### src/rtl/cgns_pkg.sv
// shared constants, register indexes and the result record for the grid smoothing block
// no dependencies; used by cell_grid_neighbor_smoothing, cgns_out_fifo and the testbench
package cgns_pkg;

    // grid size limits
    localparam int MAX_WIDTH  = 256;
    localparam int MAX_HEIGHT = 256;
    localparam int COL_W      = $clog2(MAX_WIDTH);
    localparam int ROW_W      = $clog2(MAX_HEIGHT);

    // configuration register widths
    localparam int SIZE_W     = 9;
    localparam int LIMIT_W    = 4;
    localparam int CFG_DATA_W = 9;
    localparam int CFG_IDX_W  = 2;

    // configuration register indexes
    localparam logic [CFG_IDX_W-1:0] REG_FRAME_WIDTH  = 2'd0;
    localparam logic [CFG_IDX_W-1:0] REG_FRAME_HEIGHT = 2'd1;
    localparam logic [CFG_IDX_W-1:0] REG_WATER_LIMIT  = 2'd2;

    // configuration reset values
    localparam logic [SIZE_W-1:0]  FRAME_WIDTH_RST  = 9'd180;
    localparam logic [SIZE_W-1:0]  FRAME_HEIGHT_RST = 9'd120;
    localparam logic [LIMIT_W-1:0] WATER_LIMIT_RST  = 4'd4;
    localparam logic [SIZE_W-1:0]  MIN_SIZE         = 9'd3;

    // line memory entry: bit 0 row two above, bit 1 row directly above
    localparam int LINE_W = 2;

    // neighbor count width (eight neighbors)
    localparam int NBR_N  = 8;
    localparam int WATER_W = 4;

    // output queue
    localparam int FIFO_DEPTH = 4;
    localparam int FIFO_PTR_W = $clog2(FIFO_DEPTH);
    localparam int FIFO_CNT_W = FIFO_PTR_W + 1;

    // output coordinate width
    localparam int COORD_W = 8;

    typedef struct packed {
        logic [COORD_W-1:0] out_row;
        logic [COORD_W-1:0] out_col;
        logic               cell_out;
        logic               frame_last;
    } result_t;

endpackage

### src/rtl/cgns_ram.sv
// generic single-write, single-read synchronous ram with registered read data
// no dependencies; read returns the old contents on a same-address write
module cgns_ram #(
    parameter int WIDTH = 2,
    parameter int DEPTH = 256
) (
    input  logic                     aclk,
    input  logic                     wr_en,
    input  logic [$clog2(DEPTH)-1:0] wr_addr,
    input  logic [WIDTH-1:0]         wr_data,
    input  logic                     rd_en,
    input  logic [$clog2(DEPTH)-1:0] rd_addr,
    output logic [WIDTH-1:0]         rd_data
);

    logic [WIDTH-1:0] mem [DEPTH];

    // storage write
    always_ff @(posedge aclk) begin
        if (wr_en) begin
            mem[wr_addr] <= wr_data;
        end
    end

    // registered read
    always_ff @(posedge aclk) begin
        if (rd_en) begin
            rd_data <= mem[rd_addr];
        end
    end

endmodule

### src/rtl/cgns_out_fifo.sv
// small result queue between the smoothing stage and the output channel
// depends on cgns_pkg for the result record and queue sizing
module cgns_out_fifo (
    input  logic                                aclk,
    input  logic                                aresetn,
    input  logic                                push,
    input  cgns_pkg::result_t                   push_data,
    input  logic                                pop_ready,
    output logic                                head_valid,
    output cgns_pkg::result_t                   head_data,
    output logic [cgns_pkg::FIFO_CNT_W-1:0]     fill
);

    cgns_pkg::result_t                     entry_reg [cgns_pkg::FIFO_DEPTH];
    logic [cgns_pkg::FIFO_PTR_W-1:0]       wr_ptr_reg;
    logic [cgns_pkg::FIFO_PTR_W-1:0]       rd_ptr_reg;
    logic [cgns_pkg::FIFO_CNT_W-1:0]       count_reg;
    logic [cgns_pkg::FIFO_CNT_W-1:0]       count_next;
    logic                                  pop;

    assign head_valid = (count_reg != '0);
    assign head_data  = entry_reg[rd_ptr_reg];
    assign fill       = count_reg;
    assign pop        = head_valid & pop_ready;

    // occupancy update
    always_comb begin
        count_next = count_reg;
        if (push && !pop) begin
            count_next = count_reg + 1'b1;
        end else if (!push && pop) begin
            count_next = count_reg - 1'b1;
        end
    end

    // pointers and count
    always_ff @(posedge aclk) begin
        if (!aresetn) begin
            wr_ptr_reg <= '0;
            rd_ptr_reg <= '0;
            count_reg  <= '0;
        end else begin
            if (push) begin
                wr_ptr_reg <= wr_ptr_reg + 1'b1;
            end
            if (pop) begin
                rd_ptr_reg <= rd_ptr_reg + 1'b1;
            end
            count_reg <= count_next;
        end
    end

    // entry storage
    always_ff @(posedge aclk) begin
        if (push) begin
            entry_reg[wr_ptr_reg] <= push_data;
        end
    end

endmodule

### src/rtl/cell_grid_neighbor_smoothing.sv
// top level of the land/water grid smoothing block: position counters, line memory access,
// 3x3 window and neighbor count; depends on cgns_pkg, cgns_ram and cgns_out_fifo
//
// Takes one grid cell per request in raster order and, for every interior cell, reports the
// smoothed value with its row and column once the cell below-right of it has arrived. Border
// cells produce no result. The block accepts one cell every clock cycle while s_ready is high;
// that figure is set by the single line memory, which is read once and written once per cell
// (upper and middle rows share one entry per column). A result passes from the stage 1
// registers into a four-entry result queue before it is offered on the output; the queue
// absorbs up to four results while the output side stalls, after which s_ready stays low
// until the queue has room again. The line memory needs no clearing pass after reset:
// per-column valid bits make unwritten columns read as water.
module cell_grid_neighbor_smoothing (
    input  logic                                aclk,
    input  logic                                aresetn,
    // configuration write port
    input  logic                                cfg_wr_en,
    input  logic [cgns_pkg::CFG_IDX_W-1:0]      cfg_index,
    input  logic [cgns_pkg::CFG_DATA_W-1:0]     cfg_wr_data,
    // cell input channel
    input  logic                                s_valid,
    output logic                                s_ready,
    input  logic                                s_cell_in,
    input  logic                                s_frame_start,
    // result channel
    output logic                                m_valid,
    input  logic                                m_ready,
    output logic [cgns_pkg::COORD_W-1:0]        m_out_row,
    output logic [cgns_pkg::COORD_W-1:0]        m_out_col,
    output logic                                m_cell_out,
    output logic                                m_frame_last
);

    // configuration registers
    logic [cgns_pkg::SIZE_W-1:0]     frame_width_reg;
    logic [cgns_pkg::SIZE_W-1:0]     frame_height_reg;
    logic [cgns_pkg::LIMIT_W-1:0]    water_limit_reg;
    logic [cgns_pkg::SIZE_W-1:0]     width_eff;
    logic [cgns_pkg::SIZE_W-1:0]     height_eff;

    // position counters
    logic [cgns_pkg::COL_W-1:0]      col_count_reg;
    logic [cgns_pkg::COL_W-1:0]      col_count_next;
    logic [cgns_pkg::ROW_W-1:0]      row_count_reg;
    logic [cgns_pkg::ROW_W-1:0]      row_count_next;
    logic [cgns_pkg::COL_W-1:0]      cur_col;
    logic [cgns_pkg::ROW_W-1:0]      cur_row;
    logic [cgns_pkg::SIZE_W-1:0]     col_ext;
    logic [cgns_pkg::SIZE_W-1:0]     row_ext;
    logic [cgns_pkg::SIZE_W-1:0]     col_inc;
    logic [cgns_pkg::SIZE_W-1:0]     row_inc;
    logic                            s_accept;
    logic                            cur_emit;
    logic                            cur_last;

    // stage 1 registers
    logic                            s1_valid_reg;
    logic                            s1_cell_reg;
    logic [cgns_pkg::COL_W-1:0]      s1_addr_reg;
    logic                            s1_emit_reg;
    logic                            s1_last_reg;
    logic [cgns_pkg::COORD_W-1:0]    s1_row_reg;
    logic [cgns_pkg::COORD_W-1:0]    s1_col_reg;

    // line memory and forwarding
    logic [cgns_pkg::MAX_WIDTH-1:0]  line_vld_reg;
    logic                            rd_vld_reg;
    logic                            byp_hit_reg;
    logic [cgns_pkg::LINE_W-1:0]     byp_data_reg;
    logic [cgns_pkg::LINE_W-1:0]     ram_rd_data;
    logic [cgns_pkg::LINE_W-1:0]     line_old;
    logic [cgns_pkg::LINE_W-1:0]     line_wr_data;

    // window and neighbor count
    logic [5:0]                      window_cols_reg;
    logic [2:0]                      col_now;
    logic [cgns_pkg::NBR_N-1:0]      nbr_bits;
    logic [cgns_pkg::WATER_W-1:0]    water_cnt;
    logic                            cell_new;

    // result queue
    logic                            fifo_push;
    cgns_pkg::result_t               fifo_in;
    cgns_pkg::result_t               fifo_head;
    logic [cgns_pkg::FIFO_CNT_W-1:0] fifo_fill;
    logic [cgns_pkg::FIFO_CNT_W:0]   fifo_need;

    // configuration writes
    always_ff @(posedge aclk) begin
        if (!aresetn) begin
            frame_width_reg  <= cgns_pkg::FRAME_WIDTH_RST;
            frame_height_reg <= cgns_pkg::FRAME_HEIGHT_RST;
            water_limit_reg  <= cgns_pkg::WATER_LIMIT_RST;
        end else if (cfg_wr_en) begin
            unique case (cfg_index)
                cgns_pkg::REG_FRAME_WIDTH: begin
                    frame_width_reg <= cfg_wr_data[cgns_pkg::SIZE_W-1:0];
                end
                cgns_pkg::REG_FRAME_HEIGHT: begin
                    frame_height_reg <= cfg_wr_data[cgns_pkg::SIZE_W-1:0];
                end
                cgns_pkg::REG_WATER_LIMIT: begin
                    water_limit_reg <= cfg_wr_data[cgns_pkg::LIMIT_W-1:0];
                end
                default: begin
                end
            endcase
        end
    end

    // clamp grid size to the supported range
    always_comb begin
        if (frame_width_reg < cgns_pkg::MIN_SIZE) begin
            width_eff = cgns_pkg::MIN_SIZE;
        end else if (frame_width_reg > cgns_pkg::SIZE_W'(cgns_pkg::MAX_WIDTH)) begin
            width_eff = cgns_pkg::SIZE_W'(cgns_pkg::MAX_WIDTH);
        end else begin
            width_eff = frame_width_reg;
        end
        if (frame_height_reg < cgns_pkg::MIN_SIZE) begin
            height_eff = cgns_pkg::MIN_SIZE;
        end else if (frame_height_reg > cgns_pkg::SIZE_W'(cgns_pkg::MAX_HEIGHT)) begin
            height_eff = cgns_pkg::SIZE_W'(cgns_pkg::MAX_HEIGHT);
        end else begin
            height_eff = frame_height_reg;
        end
    end

    // position of the incoming cell and whether it completes an interior neighborhood
    assign s_accept = s_valid & s_ready;
    assign cur_col  = s_frame_start ? '0 : col_count_reg;
    assign cur_row  = s_frame_start ? '0 : row_count_reg;
    assign col_ext  = cgns_pkg::SIZE_W'(cur_col);
    assign row_ext  = cgns_pkg::SIZE_W'(cur_row);
    assign col_inc  = col_ext + 1'b1;
    assign row_inc  = row_ext + 1'b1;
    assign cur_emit = (row_ext >= 9'd2) && (col_ext >= 9'd2) &&
                      (row_ext < height_eff) && (col_ext < width_eff);
    assign cur_last = (row_ext == height_eff - 1'b1) && (col_ext == width_eff - 1'b1);

    // raster advance with wrap at row and grid end
    always_comb begin
        if (col_inc >= width_eff) begin
            col_count_next = '0;
            if (row_inc >= height_eff) begin
                row_count_next = '0;
            end else begin
                row_count_next = row_inc[cgns_pkg::ROW_W-1:0];
            end
        end else begin
            col_count_next = col_inc[cgns_pkg::COL_W-1:0];
            row_count_next = cur_row;
        end
    end

    always_ff @(posedge aclk) begin
        if (!aresetn) begin
            col_count_reg <= '0;
            row_count_reg <= '0;
        end else if (s_accept) begin
            col_count_reg <= col_count_next;
            row_count_reg <= row_count_next;
        end
    end

    // stage 1 control
    always_ff @(posedge aclk) begin
        if (!aresetn) begin
            s1_valid_reg <= 1'b0;
        end else begin
            s1_valid_reg <= s_accept;
        end
    end

    // stage 1 payload
    always_ff @(posedge aclk) begin
        if (s_accept) begin
            s1_cell_reg <= s_cell_in;
            s1_addr_reg <= cur_col;
            s1_emit_reg <= cur_emit;
            s1_last_reg <= cur_last;
            s1_row_reg  <= cgns_pkg::COORD_W'(row_ext - 1'b1);
            s1_col_reg  <= cgns_pkg::COORD_W'(col_ext - 1'b1);
        end
    end

    // line memory: one entry per column holds the two previous rows
    cgns_ram #(
        .WIDTH (cgns_pkg::LINE_W),
        .DEPTH (cgns_pkg::MAX_WIDTH)
    ) u_line_ram (
        .aclk    (aclk),
        .wr_en   (s1_valid_reg),
        .wr_addr (s1_addr_reg),
        .wr_data (line_wr_data),
        .rd_en   (s_accept),
        .rd_addr (cur_col),
        .rd_data (ram_rd_data)
    );

    // per-column written flags so unwritten columns read as water
    always_ff @(posedge aclk) begin
        if (!aresetn) begin
            line_vld_reg <= '0;
        end else if (s1_valid_reg) begin
            line_vld_reg[s1_addr_reg] <= 1'b1;
        end
    end

    // forward a write that lands on the same edge as the read of the same column
    always_ff @(posedge aclk) begin
        if (!aresetn) begin
            byp_hit_reg <= 1'b0;
        end else if (s_accept) begin
            byp_hit_reg <= s1_valid_reg && (cur_col == s1_addr_reg);
        end
    end

    always_ff @(posedge aclk) begin
        if (s_accept) begin
            rd_vld_reg   <= line_vld_reg[cur_col];
            byp_data_reg <= line_wr_data;
        end
    end

    // read-modify-write of the column entry
    always_comb begin
        if (byp_hit_reg) begin
            line_old = byp_data_reg;
        end else if (rd_vld_reg) begin
            line_old = ram_rd_data;
        end else begin
            line_old = '0;
        end
    end

    assign line_wr_data = {s1_cell_reg, line_old[1]};
    assign col_now      = {s1_cell_reg, line_old[1], line_old[0]};

    // eight neighbors: column c-2, column c, column c-1 without its center
    assign nbr_bits = {window_cols_reg[5:3], col_now, window_cols_reg[2], window_cols_reg[0]};

    always_comb begin
        water_cnt = '0;
        for (int i = 0; i < cgns_pkg::NBR_N; i++) begin
            water_cnt = water_cnt + cgns_pkg::WATER_W'(!nbr_bits[i]);
        end
    end

    assign cell_new = (water_cnt > water_limit_reg) ? 1'b0 : 1'b1;

    // window shift
    always_ff @(posedge aclk) begin
        if (!aresetn) begin
            window_cols_reg <= '0;
        end else if (s1_valid_reg) begin
            window_cols_reg <= {window_cols_reg[2:0], col_now};
        end
    end

    // result queue and input flow control
    assign fifo_push           = s1_valid_reg & s1_emit_reg;
    assign fifo_in.out_row     = s1_row_reg;
    assign fifo_in.out_col     = s1_col_reg;
    assign fifo_in.cell_out    = cell_new;
    assign fifo_in.frame_last  = s1_last_reg;

    cgns_out_fifo u_out_fifo (
        .aclk       (aclk),
        .aresetn    (aresetn),
        .push       (fifo_push),
        .push_data  (fifo_in),
        .pop_ready  (m_ready),
        .head_valid (m_valid),
        .head_data  (fifo_head),
        .fill       (fifo_fill)
    );

    // room for the queued results, the one in stage 1 and the one about to be taken
    assign fifo_need = {1'b0, fifo_fill} + (cgns_pkg::FIFO_CNT_W + 1)'(fifo_push);
    assign s_ready   = (fifo_need <= (cgns_pkg::FIFO_CNT_W + 1)'(cgns_pkg::FIFO_DEPTH - 1));

    assign m_out_row    = fifo_head.out_row;
    assign m_out_col    = fifo_head.out_col;
    assign m_cell_out   = fifo_head.cell_out;
    assign m_frame_last = fifo_head.frame_last;

`ifndef SYNTH
    // queue never takes a result while full and not draining
    assert property (@(posedge aclk) disable iff (!aresetn)
        !(fifo_push && (fifo_fill == cgns_pkg::FIFO_CNT_W'(cgns_pkg::FIFO_DEPTH)) &&
          !(m_valid && m_ready)))
        else $error("result queue overflow");

    // a frame start request restarts the line memory access at column zero
    assert property (@(posedge aclk) disable iff (!aresetn)
        (s_valid && s_ready && s_frame_start) |=> (s1_valid_reg && (s1_addr_reg == '0)))
        else $error("frame start did not restart at column zero");

    // a request whose column matches the pending write is always forwarded
    assert property (@(posedge aclk) disable iff (!aresetn)
        (s_valid && s_ready && s1_valid_reg && (cur_col == s1_addr_reg)) |=> byp_hit_reg)
        else $error("same-column write not forwarded");
`endif

endmodule

### config.mk
export PLATFORM = sky130hd
export DESIGN_NAME = cell_grid_neighbor_smoothing
export DESIGN_NICKNAME = d
export VERILOG_FILES = /design/src/rtl/cgns_pkg.sv /design/src/rtl/cgns_ram.sv /design/src/rtl/cgns_out_fifo.sv /design/src/rtl/cell_grid_neighbor_smoothing.sv
export SDC_FILE = /design/constraint.sdc
export NUM_CORES = 2
export LEC_CHECK = 0
export BUFFER_PORTS_ARGS = -buffer_cell sky130_fd_sc_hd__buf_2
export CAP_MARGIN = 40
export CORE_UTILIZATION = 25
export CTS_BUF_LIST = sky130_fd_sc_hd__clkbuf_2 sky130_fd_sc_hd__clkbuf_4 sky130_fd_sc_hd__clkbuf_8
export CTS_CLUSTER_SIZE = 14
export DETAILED_ROUTE_END_ITERATION = 10
export MAX_ROUTING_LAYER = met4
export PLACE_DENSITY = 0.39
export REMOVE_ABC_BUFFERS = 1
export SETUP_SLACK_MARGIN = 0.2
export SLEW_MARGIN = 20
export SYNTH_ARGS = -nofsm -noshare
export SYNTH_HDL_FRONTEND = slang
export SYNTH_HIERARCHICAL = 1
export SYNTH_SLANG_ARGS = --single-unit
### constraint.sdc
create_clock -name aclk -period 8.22 [get_ports aclk]
set_input_delay 0.822 -clock aclk [delete_from_list [all_inputs] [get_ports aclk]]
set_output_delay 0.822 -clock aclk [all_outputs]
set_load 0.03 [all_outputs]
==> flow_summary.ini <==
[run_status]
status = completed

[layout]
finalInstanceArea_sq_um = 46800
area_delta_synth_final_pct = 15.6
finalNetCount = 3337
largest_reg_flops = 512
final_layout_size_suffix_gt1_share_pct = 17.0

[detailed_routing]
detail_route.first_pass.iterations = 6
detail_route.wirelength_um = 124000
vias_per_cell = 4.67
drt_drc_violations_left = 0
drt_iter0_drc = 1820
detail-route-antenna-nets = 0
wl_per_cell_um = 22.3
vias = 25900

[placement]
dpl-instance-area_sq_um = 43300
dp_hpwl_um = 77700
total_of_buffers_placed_on_input_and_output_ports = 37
gp_routability_congestion = 0.764
pre_cts_ws_ns = 3.05

[floorplanning]
core-area_sq_um = 161000
dieWidth_um = 404
die_area_sq_um = 164000
fp-row-count = 147
initial_utilization_pct = 25.2
floorplan.io_pins = 38
die_span_y_um = 404

[yosys]
async_flop_share_pct = 0
synth-edff-count = 616
post_synth_fa_ha_maj_area_fraction_pct = 1.92
main_combinational_cell_family_by_area_after_synthesis = simple AND/OR/NAND/NOR gates
netlist_instances = 3178
synth.mux.area_fraction_pct = 11.0
simple_logic_cell_fraction_of_the_synthesized_area_pct = 12.4
yosysTopAreaCellShare_pct = 45.7
share_of_the_yosys_chip_area_belonging_to_registers_pct = 61.1
synth_cell_types = 87
cell_area_after_synthesis_sq_um = 40500
synth-seq-cells = 927
synth_area_in_compound_gates_pct = 9.22
avgSynthCellArea_sq_um = 12.7
synth_largest_area_cell = sky130_fd_sc_hd__edfxtp_1
yosysWarningCount = 6
synth.area.top_cells = sky130_fd_sc_hd__edfxtp_1, sky130_fd_sc_hd__dfxtp_1, sky130_fd_sc_hd__mux4_2
yosys_most_used_dff = sky130_fd_sc_hd__edfxtp_1
synth_xor_area_share_pct = 1.10
synth.top_cells.by_count = sky130_fd_sc_hd__edfxtp_1, sky130_fd_sc_hd__nor2_1, sky130_fd_sc_hd__dfxtp_1
yosys.cell_count.top_type = sky130_fd_sc_hd__edfxtp_1

[timing]
relSlewSlack_pct = 44.1
report.final.hold_viol_count = 0
final.setup.worst_slack_ns = 3.66
final-setup-viol-count = 0
worst-slew-pin-transition_ns = 0.837
clock.fmax_ghz = 0.219
unrepaired_setup_endpoints_after_global_routing = no
post-route-min-period_ns = 4.56
fin_worst_skew_ns = 0.0524
fin_crit_sh_pct = 55.4
maxSlewViolCount = 0
timing.setup.tns_ns = 0

[critical_path]
crit_required_ns = 8.83
critical_path.cell_chain = nor2b_1 > a22oi_1 > fa_1 > fa_1 > fa_1 > ha_1 > fa_1 > ha_1 > nor2b_1 > o21ai_0 > nand2b_1 > a21oi_1 > a41o_1
cp.depth = 13
critPathLaunchType = flop
critical_path.most_common_cell = sky130_fd_sc_hd__fa_1
cpLargestDelayFamily = adder cells
critical_path.max_fanout = 4
crit_buf_inv = 0
worst_reg2reg_path_depth = 13
type_of_destination_of_the_critical_path = flop
cp_data_arrival_time_ns = 5.16
slowest_cell_on_crit_path = sky130_fd_sc_hd__fa_1
critPathMaxStageDelay_ns = 0.54
critPathKind = flop to flop

[clock_network]
post-cts-setup-buffer-count = 0
clock_tree.root_cell = sky130_fd_sc_hd__clkbuf_8
clkLatencyLatePin_ns = 0.89
tritoncts = built
cts_hold_buf = 0
max-clock-path-buffers = 3
cts_made_buffers = 169
cts_repair_resized_insts = 0
cts.sink_count = 927
cts.reportedPaths.clkPinSlew_ns = 0.06
htree_num_levels = 4

[hold_path]
worst_hold_path_type = input pin to flop
worstHoldPathCells = 1

[power]
max-vdd-ir-drop_mv = 0.143
ratio_of_total_power_to_cell_area_nw_per_um2 = 236
leakagePower_uw = 0.0147
power.total_uw = 11000

[global_routing]
antenna_found_initial = 5
number_of_global_route_vias_before_repair = 26600
grt_first_pass_wirelength_um = 183000
grt_start_max_net_pins = 102
globalRouteTotalUtil_pct = 15.6
grt_remaining_overflow = 0

[job]
cap_viol_max_count = 0
## cell usage in the layout (no fill, tap or decap), types with 50 or more instances in the layout
master                     count
sky130_fd_sc_hd__a21oi_1     250
sky130_fd_sc_hd__buf_4        67
sky130_fd_sc_hd__clkbuf_4     63
sky130_fd_sc_hd__clkbuf_8    181
sky130_fd_sc_hd__dfxtp_1     309
sky130_fd_sc_hd__edfxtp_1    616
sky130_fd_sc_hd__ha_1         54
sky130_fd_sc_hd__mux2i_1     117
sky130_fd_sc_hd__mux4_2      102
sky130_fd_sc_hd__nand2_1     163
sky130_fd_sc_hd__nand3_1      66
sky130_fd_sc_hd__nor2_1      371
sky130_fd_sc_hd__nor2b_1     263
sky130_fd_sc_hd__o21a_1       55
sky130_fd_sc_hd__o21ai_0      50
## logic make-up (layout without fill, tap and decap cells)
kind of cell    count (synthesis)  after routing
xor+xnor                       51             51
buf+inv                       268            480
flops                         927            927
simple gates                 1028           1028
compound gates                575            575
other cells                     0              2
fa+ha+maj                      59             59
mux                           270            270
## worst paths after layout
kind,start,to,slack [ns]
max,rd_vld_reg$_DFFE_PP_,u_out_fifo/entry_reg[2][1]$_DFFE_PP_,3.66
min,s_cell_in,s1_cell_reg$_DFFE_PP_,0.19
min reg2reg,line_vld_reg[29]$_SDFFE_PN0P_,line_vld_reg[29]$_SDFFE_PN0P_,0.46
max reg2reg,rd_vld_reg$_DFFE_PP_,u_out_fifo/entry_reg[2][1]$_DFFE_PP_,3.66
## cell type report
cell class / count / area [sq um]
clock inverters: 58 / 445
repair buffers: 137 / 1300
inverters: 42 / 175
clock buffers: 243 / 2950
fillers: 16400 / 114000
multi-input cells: 1983 / 14500
well taps: 2160 / 2700
diodes: 2 / 5.00
flip-flops and latches: 927 / 24700
## where the power goes
group	internal [uW]	total (uW)	switching, uW
clock	2460	4460	2000
sequential	5150	5250	99.4
combinational	440	1320	882
total	8050	11000	2980
## metrics by stage
step	util, %	instances	hold WS [ns]
2_1_floorplan	-	2952	0.433
3_3_place_gp	26.7	5213	0.442
3_5_place_dp	27.0	5245	0.448
4_1_cts	29.1	5546	0.0671
5_1_grt	29.1	5552	0.0948
6_report	29.1	5552	0.188
## metal layers
| metal | wire length (um) | vias up | GRT usage (%) | part of all wire [%] |
|---|---|---|---|---|
| li1 | - | 12000 | - | - |
| met5 | 0 | - | - | 0 |
| met4 | 2640 | 0 | 4.26 | 2.1 |
| met2 | 56800 | 589 | 23.7 | 46 |
| met3 | 5630 | 181 | 3.11 | 4.5 |
| met1 | 58900 | 13200 | 21.0 | 48 |
Power figures use the tool's default switching activity.
